$ cat src/sv/scmppt_pkg.sv
`timescale 1ns / 1ps
// ----------------------------------------------------------------------------
// scmppt_pkg: shared types and constants of the solar charge controller
// Mode encoding, register indexes and reset values, and the control and
// payload structs passed between the controller modules.
// ----------------------------------------------------------------------------
package scmppt_pkg;

   localparam int unsigned CSR_INDEX_W = 3;
   localparam int unsigned CSR_DATA_W  = 24;
   localparam int unsigned DUTY_W      = 10;
   localparam int unsigned STEP_W      = 7;
   localparam int unsigned SOC_W       = 10;
   localparam int unsigned POWER_W     = 24;
   localparam int unsigned NPOWER_W    = 25;
   localparam int unsigned VOLT_W      = 16;

   localparam logic [DUTY_W-1:0] DUTY_MAX = 10'd1000;

   // Register indexes on the configuration port
   localparam logic [CSR_INDEX_W-1:0] CSR_DUTY_STEP     = 3'd0;
   localparam logic [CSR_INDEX_W-1:0] CSR_DUTY_START    = 3'd1;
   localparam logic [CSR_INDEX_W-1:0] CSR_SOC_FULL      = 3'd2;
   localparam logic [CSR_INDEX_W-1:0] CSR_SOC_RESUME    = 3'd3;
   localparam logic [CSR_INDEX_W-1:0] CSR_POWER_MINIMUM = 3'd4;

   // Register reset values
   localparam logic [STEP_W-1:0]         RST_DUTY_STEP     = 7'd1;
   localparam logic [DUTY_W-1:0]         RST_DUTY_START    = 10'd500;
   localparam logic [SOC_W-1:0]          RST_SOC_FULL      = 10'd990;
   localparam logic [SOC_W-1:0]          RST_SOC_RESUME    = 10'd950;
   localparam logic signed [POWER_W-1:0] RST_POWER_MINIMUM = 24'sd0;

   typedef enum logic [1:0] {
      MODE_START    = 2'd0,
      MODE_CHARGING = 2'd1,
      MODE_OFF      = 2'd2,
      MODE_INVALID  = 2'd3
   } mode_type;

   typedef struct packed {
      logic [STEP_W-1:0]         duty_step;
      logic [DUTY_W-1:0]         duty_start;
      logic [SOC_W-1:0]          soc_full;
      logic [SOC_W-1:0]          soc_resume;
      logic signed [POWER_W-1:0] power_minimum;
   } cfg_type;

   typedef struct packed {
      logic signed [POWER_W-1:0] panel_power;
      logic [VOLT_W-1:0]         panel_voltage;
      logic [SOC_W-1:0]          charge_level;
   } item_type;

   typedef struct packed {
      mode_type                   mode;
      logic [DUTY_W-1:0]          duty;
      logic signed [NPOWER_W-1:0] prev_power;
      logic [VOLT_W-1:0]          prev_voltage;
   } state_type;

endpackage

$ cat src/sv/scmppt_csr.sv
`timescale 1ns / 1ps
// ----------------------------------------------------------------------------
// scmppt_csr: configuration register file
// Holds the tracking step, start duty, charge thresholds and restart power,
// written one register at a time through the plain write port.
// ----------------------------------------------------------------------------
module scmppt_csr (
   input  logic                                 clock,
   input  logic                                 reset,
   input  logic                                 csr_wr_en,
   input  logic [scmppt_pkg::CSR_INDEX_W-1:0]   csr_index,
   input  logic [scmppt_pkg::CSR_DATA_W-1:0]    csr_wdata,
   output scmppt_pkg::cfg_type                  cfg
);

   scmppt_pkg::cfg_type cfg_ff;
   scmppt_pkg::cfg_type cfg_in;

   // Decode the write into the addressed field
   always_comb begin
      cfg_in = cfg_ff;
      if (csr_wr_en) begin
         unique case (csr_index)
            scmppt_pkg::CSR_DUTY_STEP: begin
               cfg_in.duty_step = csr_wdata[scmppt_pkg::STEP_W-1:0];
            end
            scmppt_pkg::CSR_DUTY_START: begin
               cfg_in.duty_start = csr_wdata[scmppt_pkg::DUTY_W-1:0];
            end
            scmppt_pkg::CSR_SOC_FULL: begin
               cfg_in.soc_full = csr_wdata[scmppt_pkg::SOC_W-1:0];
            end
            scmppt_pkg::CSR_SOC_RESUME: begin
               cfg_in.soc_resume = csr_wdata[scmppt_pkg::SOC_W-1:0];
            end
            scmppt_pkg::CSR_POWER_MINIMUM: begin
               cfg_in.power_minimum = $signed(csr_wdata[scmppt_pkg::POWER_W-1:0]);
            end
            default: begin
               cfg_in = cfg_ff;
            end
         endcase
      end
   end

   always_ff @(posedge clock) begin
      if (reset) begin
         cfg_ff.duty_step     <= scmppt_pkg::RST_DUTY_STEP;
         cfg_ff.duty_start    <= scmppt_pkg::RST_DUTY_START;
         cfg_ff.soc_full      <= scmppt_pkg::RST_SOC_FULL;
         cfg_ff.soc_resume    <= scmppt_pkg::RST_SOC_RESUME;
         cfg_ff.power_minimum <= scmppt_pkg::RST_POWER_MINIMUM;
      end else begin
         cfg_ff <= cfg_in;
      end
   end

   assign cfg = cfg_ff;

endmodule

$ cat src/sv/scmppt_step.sv
`timescale 1ns / 1ps
// ----------------------------------------------------------------------------
// scmppt_step: one controller step
// Computes the next mode, duty and stored power/voltage from the current
// state and one sample: start/charging/off sequencing plus perturb-and-
// observe tracking with the duty saturated to 0..1000.
// ----------------------------------------------------------------------------
module scmppt_step (
   input  scmppt_pkg::cfg_type    cfg,
   input  scmppt_pkg::state_type  state_cur,
   input  scmppt_pkg::item_type   item,
   output scmppt_pkg::state_type  state_nxt
);

   logic signed [scmppt_pkg::NPOWER_W-1:0] power;
   logic signed [scmppt_pkg::NPOWER_W-1:0] power_min_ext;
   logic                                   below_full;
   logic                                   below_resume;
   logic                                   power_ok;
   logic                                   p_up;
   logic                                   v_up;
   logic                                   power_moved;
   logic [scmppt_pkg::DUTY_W-1:0]          duty_step_ext;
   logic [scmppt_pkg::DUTY_W-1:0]          duty_dec;
   logic [scmppt_pkg::DUTY_W:0]            duty_sum;
   logic [scmppt_pkg::DUTY_W-1:0]          duty_inc;
   logic [scmppt_pkg::DUTY_W-1:0]          duty_track;
   logic [scmppt_pkg::DUTY_W-1:0]          duty_load;
   scmppt_pkg::mode_type                   mode_nxt;

   // Negate the measured power; the 25-bit result covers the full range
   assign power = '0 - {item.panel_power[scmppt_pkg::POWER_W-1], item.panel_power};
   assign power_min_ext = {cfg.power_minimum[scmppt_pkg::POWER_W-1], cfg.power_minimum};

   assign below_full   = item.charge_level < cfg.soc_full;
   assign below_resume = item.charge_level < cfg.soc_resume;
   assign power_ok     = power > power_min_ext;

   // Tracking direction
   assign power_moved = power != state_cur.prev_power;
   assign p_up        = power > state_cur.prev_power;
   assign v_up        = item.panel_voltage > state_cur.prev_voltage;

   // Saturating duty step down and up
   assign duty_step_ext = {{(scmppt_pkg::DUTY_W-scmppt_pkg::STEP_W){1'b0}}, cfg.duty_step};
   assign duty_dec = (state_cur.duty < duty_step_ext) ? '0 : state_cur.duty - duty_step_ext;
   assign duty_sum = {1'b0, state_cur.duty} + {1'b0, duty_step_ext};
   assign duty_inc = (duty_sum > {1'b0, scmppt_pkg::DUTY_MAX}) ? scmppt_pkg::DUTY_MAX
                                                              : duty_sum[scmppt_pkg::DUTY_W-1:0];
   assign duty_track = !power_moved ? state_cur.duty :
                       (p_up == v_up) ? duty_dec : duty_inc;

   assign duty_load = (cfg.duty_start > scmppt_pkg::DUTY_MAX) ? scmppt_pkg::DUTY_MAX
                                                             : cfg.duty_start;

   // Next mode
   always_comb begin
      mode_nxt = state_cur.mode;
      unique case (state_cur.mode)
         scmppt_pkg::MODE_START: begin
            mode_nxt = below_full ? scmppt_pkg::MODE_CHARGING : scmppt_pkg::MODE_OFF;
         end
         scmppt_pkg::MODE_CHARGING: begin
            if (!below_full) begin
               mode_nxt = scmppt_pkg::MODE_OFF;
            end
         end
         scmppt_pkg::MODE_OFF: begin
            if (power_ok && below_resume) begin
               mode_nxt = scmppt_pkg::MODE_START;
            end
         end
         scmppt_pkg::MODE_INVALID: begin
            mode_nxt = scmppt_pkg::MODE_INVALID;
         end
      endcase
   end

   // Duty and stored sample
   always_comb begin
      state_nxt      = state_cur;
      state_nxt.mode = mode_nxt;
      unique case (state_cur.mode)
         scmppt_pkg::MODE_START: begin
            if (below_full) begin
               state_nxt.duty = duty_load;
            end
         end
         scmppt_pkg::MODE_CHARGING: begin
            if (below_full) begin
               state_nxt.duty         = duty_track;
               state_nxt.prev_power   = power;
               state_nxt.prev_voltage = item.panel_voltage;
            end
         end
         scmppt_pkg::MODE_OFF: begin
            state_nxt.duty = '0;
         end
         scmppt_pkg::MODE_INVALID: begin
            state_nxt.duty = '0;
         end
      endcase
   end

endmodule

$ cat src/sv/solar_charge_mppt_controller.sv
`timescale 1ns / 1ps
// ----------------------------------------------------------------------------
// solar_charge_mppt_controller: battery charger with P&O power point tracking
// Pipeline: a sample word passes from the input register to the result
// register; a stalled result word holds both registers.
// Throughput: one sample word per cycle while the result port is not stalled.
// Reset: synchronous; mode start, duty 0, stored power/voltage 0, registers
// at their defaults, both pipeline registers empty.
// ----------------------------------------------------------------------------
module solar_charge_mppt_controller (
   input  logic                                       clock,
   input  logic                                       reset,
   input  logic                                       req_valid,
   output logic                                       req_stall,
   input  logic signed [scmppt_pkg::POWER_W-1:0]      req_panel_power,
   input  logic [scmppt_pkg::VOLT_W-1:0]              req_panel_voltage,
   input  logic [scmppt_pkg::SOC_W-1:0]               req_charge_level,
   output logic                                       rsp_valid,
   input  logic                                       rsp_stall,
   output logic [scmppt_pkg::DUTY_W-1:0]              rsp_duty_level,
   output logic [1:0]                                 rsp_mode_now,
   input  logic                                       csr_wr_en,
   input  logic [scmppt_pkg::CSR_INDEX_W-1:0]         csr_index,
   input  logic [scmppt_pkg::CSR_DATA_W-1:0]          csr_wdata
);

   scmppt_pkg::cfg_type   cfg;
   scmppt_pkg::item_type  item_ff;
   scmppt_pkg::item_type  item_in;
   scmppt_pkg::state_type state_ff;
   scmppt_pkg::state_type state_nxt;
   scmppt_pkg::state_type state_in;
   logic                  item_vld_ff;
   logic                  item_vld_in;
   logic                  rsp_vld_ff;
   logic                  rsp_vld_in;
   logic [scmppt_pkg::DUTY_W-1:0] rsp_duty_ff;
   logic [scmppt_pkg::DUTY_W-1:0] rsp_duty_in;
   scmppt_pkg::mode_type  rsp_mode_ff;
   scmppt_pkg::mode_type  rsp_mode_in;
   logic                  step_adv;
   logic                  step_fire;
   logic                  req_fire;

   scmppt_csr u_csr (
      .clock     (clock),
      .reset     (reset),
      .csr_wr_en (csr_wr_en),
      .csr_index (csr_index),
      .csr_wdata (csr_wdata),
      .cfg       (cfg)
   );

   scmppt_step u_step (
      .cfg       (cfg),
      .state_cur (state_ff),
      .item      (item_ff),
      .state_nxt (state_nxt)
   );

   // Handshake: the input register advances whenever the result slot frees up
   assign step_adv  = !rsp_vld_ff || !rsp_stall;
   assign step_fire = item_vld_ff && step_adv;
   assign req_stall = item_vld_ff && !step_adv;
   assign req_fire  = req_valid && !req_stall;

   // Input register
   always_comb begin
      item_vld_in = item_vld_ff;
      item_in     = item_ff;
      if (step_fire) begin
         item_vld_in = 1'b0;
      end
      if (req_fire) begin
         item_vld_in           = 1'b1;
         item_in.panel_power   = req_panel_power;
         item_in.panel_voltage = req_panel_voltage;
         item_in.charge_level  = req_charge_level;
      end
   end

   // Controller state and result register
   always_comb begin
      state_in    = state_ff;
      rsp_vld_in  = rsp_vld_ff && rsp_stall;
      rsp_duty_in = rsp_duty_ff;
      rsp_mode_in = rsp_mode_ff;
      if (step_fire) begin
         state_in    = state_nxt;
         rsp_vld_in  = 1'b1;
         rsp_duty_in = state_nxt.duty;
         rsp_mode_in = state_nxt.mode;
      end
   end

   always_ff @(posedge clock) begin
      if (reset) begin
         item_vld_ff           <= 1'b0;
         rsp_vld_ff            <= 1'b0;
         state_ff.mode         <= scmppt_pkg::MODE_START;
         state_ff.duty         <= '0;
         state_ff.prev_power   <= '0;
         state_ff.prev_voltage <= '0;
      end else begin
         item_vld_ff <= item_vld_in;
         rsp_vld_ff  <= rsp_vld_in;
         state_ff    <= state_in;
      end
   end

   // Payload registers
   always_ff @(posedge clock) begin
      item_ff     <= item_in;
      rsp_duty_ff <= rsp_duty_in;
      rsp_mode_ff <= rsp_mode_in;
   end

   assign rsp_valid      = rsp_vld_ff;
   assign rsp_duty_level = rsp_duty_ff;
   assign rsp_mode_now   = rsp_mode_ff;

   // Duty never leaves the 0..1000 window
   a_duty_range: assert property (@(posedge clock) disable iff (reset)
      state_ff.duty <= scmppt_pkg::DUTY_MAX)
      else $error("duty register above maximum");

   // The unused mode is never entered from a legal one
   a_no_invalid: assert property (@(posedge clock) disable iff (reset)
      state_ff.mode != scmppt_pkg::MODE_INVALID |=> state_ff.mode != scmppt_pkg::MODE_INVALID)
      else $error("controller entered the invalid mode");

   // State moves only when a sample word is processed
   a_state_hold: assert property (@(posedge clock) disable iff (reset)
      !step_fire |=> state_ff == $past(state_ff))
      else $error("controller state changed without a sample");

   // Every processed sample leaves a result word
   a_step_result: assert property (@(posedge clock) disable iff (reset)
      step_fire |=> rsp_valid && rsp_duty_level == state_ff.duty)
      else $error("processed sample produced no result");

endmodule
$ cat config.mk
export PLATFORM = sky130hd
export DESIGN_NAME = solar_charge_mppt_controller
export DESIGN_NICKNAME = d
export VERILOG_FILES = /design/src/sv/scmppt_pkg.sv /design/src/sv/scmppt_csr.sv /design/src/sv/scmppt_step.sv /design/src/sv/solar_charge_mppt_controller.sv
export SDC_FILE = /design/constraint.sdc
export NUM_CORES = 1
export LEC_CHECK = 0
export ABC_AREA = 1
export CAP_MARGIN = 0
export CORE_ASPECT_RATIO = 0.8
export CORE_MARGIN = 5
export CORE_UTILIZATION = 33
export CTS_BUF_LIST = sky130_fd_sc_hd__clkbuf_16
export DETAILED_ROUTE_END_ITERATION = 8
export DONT_BUFFER_PORTS = 1
export GPL_ROUTABILITY_DRIVEN = 0
export SLEW_MARGIN = 25
export SYNTH_ARGS = -nofsm -noshare
export SYNTH_HDL_FRONTEND = slang
export SYNTH_HIERARCHICAL = 1
export SYNTH_SLANG_ARGS = --single-unit
$ cat constraint.sdc
create_clock -name clock -period 4.75 [get_ports clock]
set_clock_uncertainty 0.05 [all_clocks]
set_input_delay 0.2375 -clock clock [delete_from_list [all_inputs] [get_ports clock]]
set_output_delay 0.2375 -clock clock [all_outputs]
set_load 0.01 [all_outputs]
==> results of run 1 <==
## critical path, delay by kind of cell (launching register included)
family	cells	cell delay, ns
AO/OA/AOI/OAI	1	0.07
adder cells (fa/ha/maj)	2	0.51
buffers and inverters	5	0.54
flip-flops	1	0.44
AND/OR/NAND/NOR	24	2.51
## worst paths after layout
kind	start	endpoint
max	item_ff[26]	state_ff[41]
min	csr_wdata[9]	u_csr/cfg[9]
max reg2reg	item_ff[26]	state_ff[41]
min reg2reg	u_csr/cfg[25]	u_csr/cfg[25]
## final cells by class
type / count / area (um^2) / area share [%]
Multi-Input combinational cell: 1158 / 6290 / 46.8
Timing Repair Buffer: 87 / 856 / 6.37
Inverter: 250 / 940 / 6.99
Clock inverter: 15 / 156 / 1.16
Clock buffer: 17 / 425 / 3.16
Tap cell: 472 / 591 / 4.39
Sequential cell: 178 / 4190 / 31.2
## through the flow
| step | hold WS, ns | std cells |
|---|---|---|
| after floorplan | 0.257 | 1646 |
| after global placement | 0.250 | 2064 |
| after detailed placement | 0.252 | 2064 |
| after CTS | 0.00595 | 2174 |
| after global routing | 0.0318 | 2177 |
| final | 0.0265 | 2177 |
## per-layer routing
layer | global-route usage (%) | vias up | part of all wire (%)
met1 | 23.5 | 4715 | 49
met4 | 3.22 | 0 | 1.4
met3 | 3.99 | 27 | 7.4
met2 | 24.1 | 314 | 42
met5 | 0 | - | 0
li1 | - | 5405 | -
## cell usage after synthesis, types with 2 or more instances
| library cell | instances |
|---|---|
| o211ai_1 | 10 |
| xnor2_1 | 5 |
| fa_1 | 2 |
| nand4_2 | 2 |
| nand2_1 | 396 |
| nand2_2 | 7 |
| o21ai_0 | 55 |
| xor2_1 | 14 |
| buf_4 | 13 |
| nand4_1 | 24 |
| nor2_1 | 195 |
| o21bai_1 | 2 |
| nor2_2 | 10 |
| a21boi_0 | 4 |
| clkbuf_1 | 15 |
| nand3_2 | 6 |
| inv_1 | 238 |
| nor3_1 | 7 |
| or2_2 | 2 |
| a21oi_2 | 2 |
| o21ai_2 | 3 |
| buf_6 | 6 |
| nor2_4 | 5 |
| buf_1 | 2 |
| inv_2 | 11 |
| a21oi_1 | 109 |
| edfxtp_1 | 62 |
| o31ai_1 | 3 |
| dfxtp_1 | 116 |
| ha_1 | 99 |
| nor4_1 | 6 |
| a21o_1 | 3 |
| nor3_2 | 2 |
| o21ai_1 | 7 |
| buf_2 | 24 |
| a31oi_1 | 2 |
| nand3b_1 | 20 |
| nand3_1 | 148 |
## flip-flops by register name (all words and copies together), names as in the netlist
register	cells
item_vld_ff	1
rsp_valid	1
item_ff	50
state_ff	53
u_csr/cfg	61
rsp_mode_now	2
rsp_duty_level	10
## cell families (layout without fill, tap and decap cells)
family / count (synthesis) / in the layout / synth area share, %
and+or+nand+nor: 835 / 835 / 31.3
buffers and inverters: 310 / 369 / 11.0
xor gates and xnor gates: 19 / 19 / 1.42
DFF: 178 / 178 / 35.8
adders and majority gates: 101 / 101 / 10.9
AOI/OAI and AO/OA: 203 / 203 / 9.44
## power breakdown
part           internal, W  leakage (nW)  switching (W)
Combinational     0.000338          4.21       0.000547
Clock             0.000782         0.287       0.000669
Sequential         0.00167          1.55      0.0000783
## what timing repair did
item / CTS / global route
endpoints found under the hold margin: 93 / 0
hold buffers: 78 / 0
endpoints found under the setup margin: 0 / 20
buffers inserted: 0 / 3
gates resized for setup: 0 / 11
==> results.json, run 1 <==
{
  "die_h_um": 178,
  "synth.top_cell.area_share_pct": 19.9,
  "hold_class": "in -> reg",
  "synth.area.top_cells": "dfxtp_1 20%, edfxtp_1 16%, nand2_1 13%",
  "worst_path_most_repeated_cell": "nand2_1",
  "drc_errors": 0,
  "final_antenna_net_count": 0,
  "worstMarginPinSlew_ns": 0.856,
  "numCtsBuffers": 17,
  "final_layout_size_suffix_gt1_share_pct": 5.92,
  "nNetsFinal": 1875,
  "holdPathStages": 4,
  "reg2reg_slack_ns": 0.51,
  "cpPeakStageDelay_ns": 0.44,
  "final_cell_mix": "395 x nand2_1, 238 x inv_1, 193 x nor2_1",
  "critPathArrivalTime_ns": 4.53,
  "yosys_register_bits": 178,
  "tritoncts": "done",
  "wl_um": 31500,
  "path_clk_slew_ns": 0.07,
  "start_util_pct": 33.5,
  "hold_violations": 0,
  "synth_area_leader_cell": "dfxtp_1",
  "crit_type": "reg -> reg",
  "synth-seq-area-share_pct": 35.8,
  "final_util_pct": 38.5,
  "grt_pass1_vias": 9538,
  "layout_setup_ws_ns": 0.512,
  "grt_first_pass_wirelength_um": 50300,
  "core_um2": 34900,
  "setup_violations": 0,
  "viasPerCell": 4.81,
  "placed_area_um2": 12000,
  "yosysWarnings": 6,
  "dieArea_um2": 39300,
  "drt_pass1_iterations": 5,
  "final_area_um2": 13400,
  "overflow": 0,
  "cp-start-kind": "flip-flop",
  "synth-main-ff-cell": "dfxtp_1",
  "layout_commonest_cell": "nand2_1",
  "drv_slew": 0,
  "crit_required_ns": 5.04,
  "num_vias": 10500,
  "synth_cells": 1646,
  "status": "completed",
  "synthDistinctLibCells": 47,
  "htree_levels": 4,
  "clockBufferDepth": 2,
  "n_antenna_cell": 0,
  "max_freq_ghz": 0.236,
  "worst_r2r_path_depth": 32,
  "hpwl_um": 22500,
  "p_leak_nw": 6.05,
  "max-vdd-ir-drop_uv": 169,
  "fin_tns_setup_ns": 0,
  "critPathSlowestCell": "edfxtp_1",
  "rsz0062_at_grt": "false",
  "syn_nets": 1829,
  "wire_per_inst_um": 14.5,
  "port_buffers": 0,
  "die_w_um": 220,
  "cts.sinks": 178,
  "antenna_found_initial": 0,
  "syn2layout_area_growth_pct": 15.1,
  "period_needed_ns": 4.24,
  "crit_fanout": 9,
  "max_cap_viol_count": 0,
  "power_density_nw_per_um2": 304,
  "synthArstFlopShare_pct": 0,
  "synth_edf_count": 62,
  "total_power_w": 0.00409,
  "root_buffer": "clkbuf_16",
  "relSlewSlack_pct": 42.7,
  "cp-end-kind": "flip-flop",
  "rows": 61,
  "synth.cell_area_um2": 11700,
  "fillers": 3619,
  "grt_max_degree": 108,
  "dp_slack_ns": 0.255,
  "num_io_pins": 96,
  "grt.total_usage_pct": 16.1,
  "min_period_over_period_pct": 89.2,
  "postSynthAreaPerCell_um2": 7.10,
  "drt_iter0_markers": 851,
  "clock_latency_ns": 0.45
}
(Power assumes the default switching activity.)
==> run 2, diff against run 1 <==
CORE_UTILIZATION = 40   (was 33)
RECOVER_POWER = 50   (was default)
clock period = 5 ns   (was 4.75 ns; I/O delays follow)
==> run 2 against run 1 <==
  * The run now ends with max-capacitance violations, max-slew violations left
  * Setup slack improved by 0.16 ns
  * Sequential power fell by 5%
  * Global-route usage up 2.4 points
  * Die area shrank 17%
  * First-iteration DRC count down 22%
  * Clock-buffer cell count did not move
  * Total power shrank 7.6%
  * Register-to-register slack better by 0.16 ns
  * Non-clock buffer count down 9
  * Largest power group unchanged
==> results.json, run 2 (synthesis gave the netlist of run 1 again) <==
{
  "status": "complete, but fails checks",
  "violations": "max-capacitance violations, max-slew violations",
  "grt_max_degree": 108,
  "cp-end-kind": "flip-flop",
  "n_antenna_cell": 0,
  "max-vdd-ir-drop_uv": 232,
  "cpPeakStageDelay_ns": 0.43,
  "path_clk_slew_ns": 0.08,
  "period_needed_ns": 4.33,
  "start_util_pct": 40.2,
  "cpLargestDelayFamily": "simple AND/OR/NAND/NOR gates",
  "dp_slack_ns": 0.534,
  "numCtsBuffers": 17,
  "critPathSlowestCell": "edfxtp_1",
  "power_density_nw_per_um2": 287,
  "relSlewSlack_pct": -86.4,
  "root_buffer": "clkbuf_16",
  "rsz0062_at_grt": "false",
  "wl_um": 30000,
  "drc_errors": 0,
  "hold_violations": 0,
  "layout_setup_ws_ns": 0.674,
  "final_cell_mix": "395 x nand2_1, 240 x inv_1, 193 x nor2_1",
  "grt.total_usage_pct": 18.5,
  "critPathArrivalTime_ns": 4.64,
  "num_vias": 10400,
  "placed_area_um2": 11900,
  "final_layout_size_suffix_gt1_share_pct": 5.48,
  "nNetsFinal": 1866,
  "worstMarginPinSlew_ns": 2.80,
  "largest_register_ffs": 61,
  "final_antenna_net_count": 0,
  "layout_commonest_cell": "nand2_1",
  "wire_per_inst_um": 14.5,
  "die_w_um": 201,
  "overflow": 0,
  "setup_violations": 0,
  "final_util_pct": 45.2,
  "cp-start-kind": "flip-flop",
  "worst_path_most_repeated_cell": "nand2_1",
  "hold_class": "in -> reg",
  "grt_pass1_vias": 9635,
  "drv_slew": 62,
  "clockBufferDepth": 2,
  "fin_tns_setup_ns": 0,
  "total_power_w": 0.00377,
  "min_period_over_period_pct": 86.5,
  "drt_iter0_markers": 664,
  "max_freq_ghz": 0.231,
  "final_area_um2": 13200,
  "crit_fanout": 10,
  "syn2layout_area_growth_pct": 12.6,
  "crit_type": "reg -> reg",
  "hpwl_um": 22000,
  "cts.sinks": 178,
  "drt_pass1_iterations": 5,
  "clock_latency_ns": 0.44,
  "grt_first_pass_wirelength_um": 49300,
  "core_um2": 29100,
  "rows": 56,
  "port_buffers": 0,
  "tritoncts": "done",
  "antenna_found_initial": 0,
  "dieArea_um2": 32700,
  "viasPerCell": 4.99,
  "max_cap_viol_count": 1,
  "num_io_pins": 96,
  "p_leak_nw": 5.99,
  "cp.buffers_inverters": 5,
  "crit_required_ns": 5.31,
  "die_h_um": 163,
  "htree_levels": 4
}
==> run 2: what timing repair did <==
action	in CTS	in global routing
endpoints found under the setup margin	0	9
hold endpoints to repair	84	0
gates resized for setup	0	1
setup buffers	0	0
hold buffers	70	0
==> run 2: worst register-to-register path, delay by kind of cell (launching register included) <==
| family | cells | cell delay [ns] |
|---|---|---|
| adders and majority gates | 2 | 0.58 |
| AOI/OAI and AO/OA | 2 | 0.37 |
| DFF | 1 | 0.43 |
| buffers and inverters | 5 | 0.62 |
| and+or+nand+nor | 22 | 2.20 |
==> run 2: final cells by class <==
type                    count  area [um^2]
flip-flops and latches    178         4190
clock inverters            15          130
repair buffers             78          761
multi-input cells        1158         6240
inverters                 250          940
clock buffers              17          425
well taps                 377          472
fillers                  2916        15900
==> run 2: power by group <==
group          internal (W)  switching, W
clock              0.000656      0.000645
combinational      0.000310      0.000504
sequential          0.00159     0.0000723
==> run 2: worst paths after layout <==
check                     start            end  slack (ns)  depth (start not counted)
hold / removal    csr_wdata[21]  u_csr/cfg[21]        0.01                          3
setup / recovery    item_ff[26]   state_ff[48]        0.67                         31
setup reg to reg    item_ff[26]   state_ff[48]        0.67                         31
hold reg to reg   u_csr/cfg[31]  u_csr/cfg[31]        0.41                          2
==> run 2: metrics by stage <==
step / hold slack [ns] / instances
global placement: 0.263 / 1971
floorplan: 0.269 / 1646
detailed placement: 0.264 / 1971
CTS: 0.00284 / 2073
finish: 0.00980 / 2073
global route: 0.0295 / 2073
==> run 2: metal layers <==
layer	track usage [%]	vias to the layer above	wire, um
met3	4.24	25	1650
met2	27.9	227	12700
met1	26.8	4718	15300
met5	0	-	0
met4	4.41	0	408
li1	-	5382	-
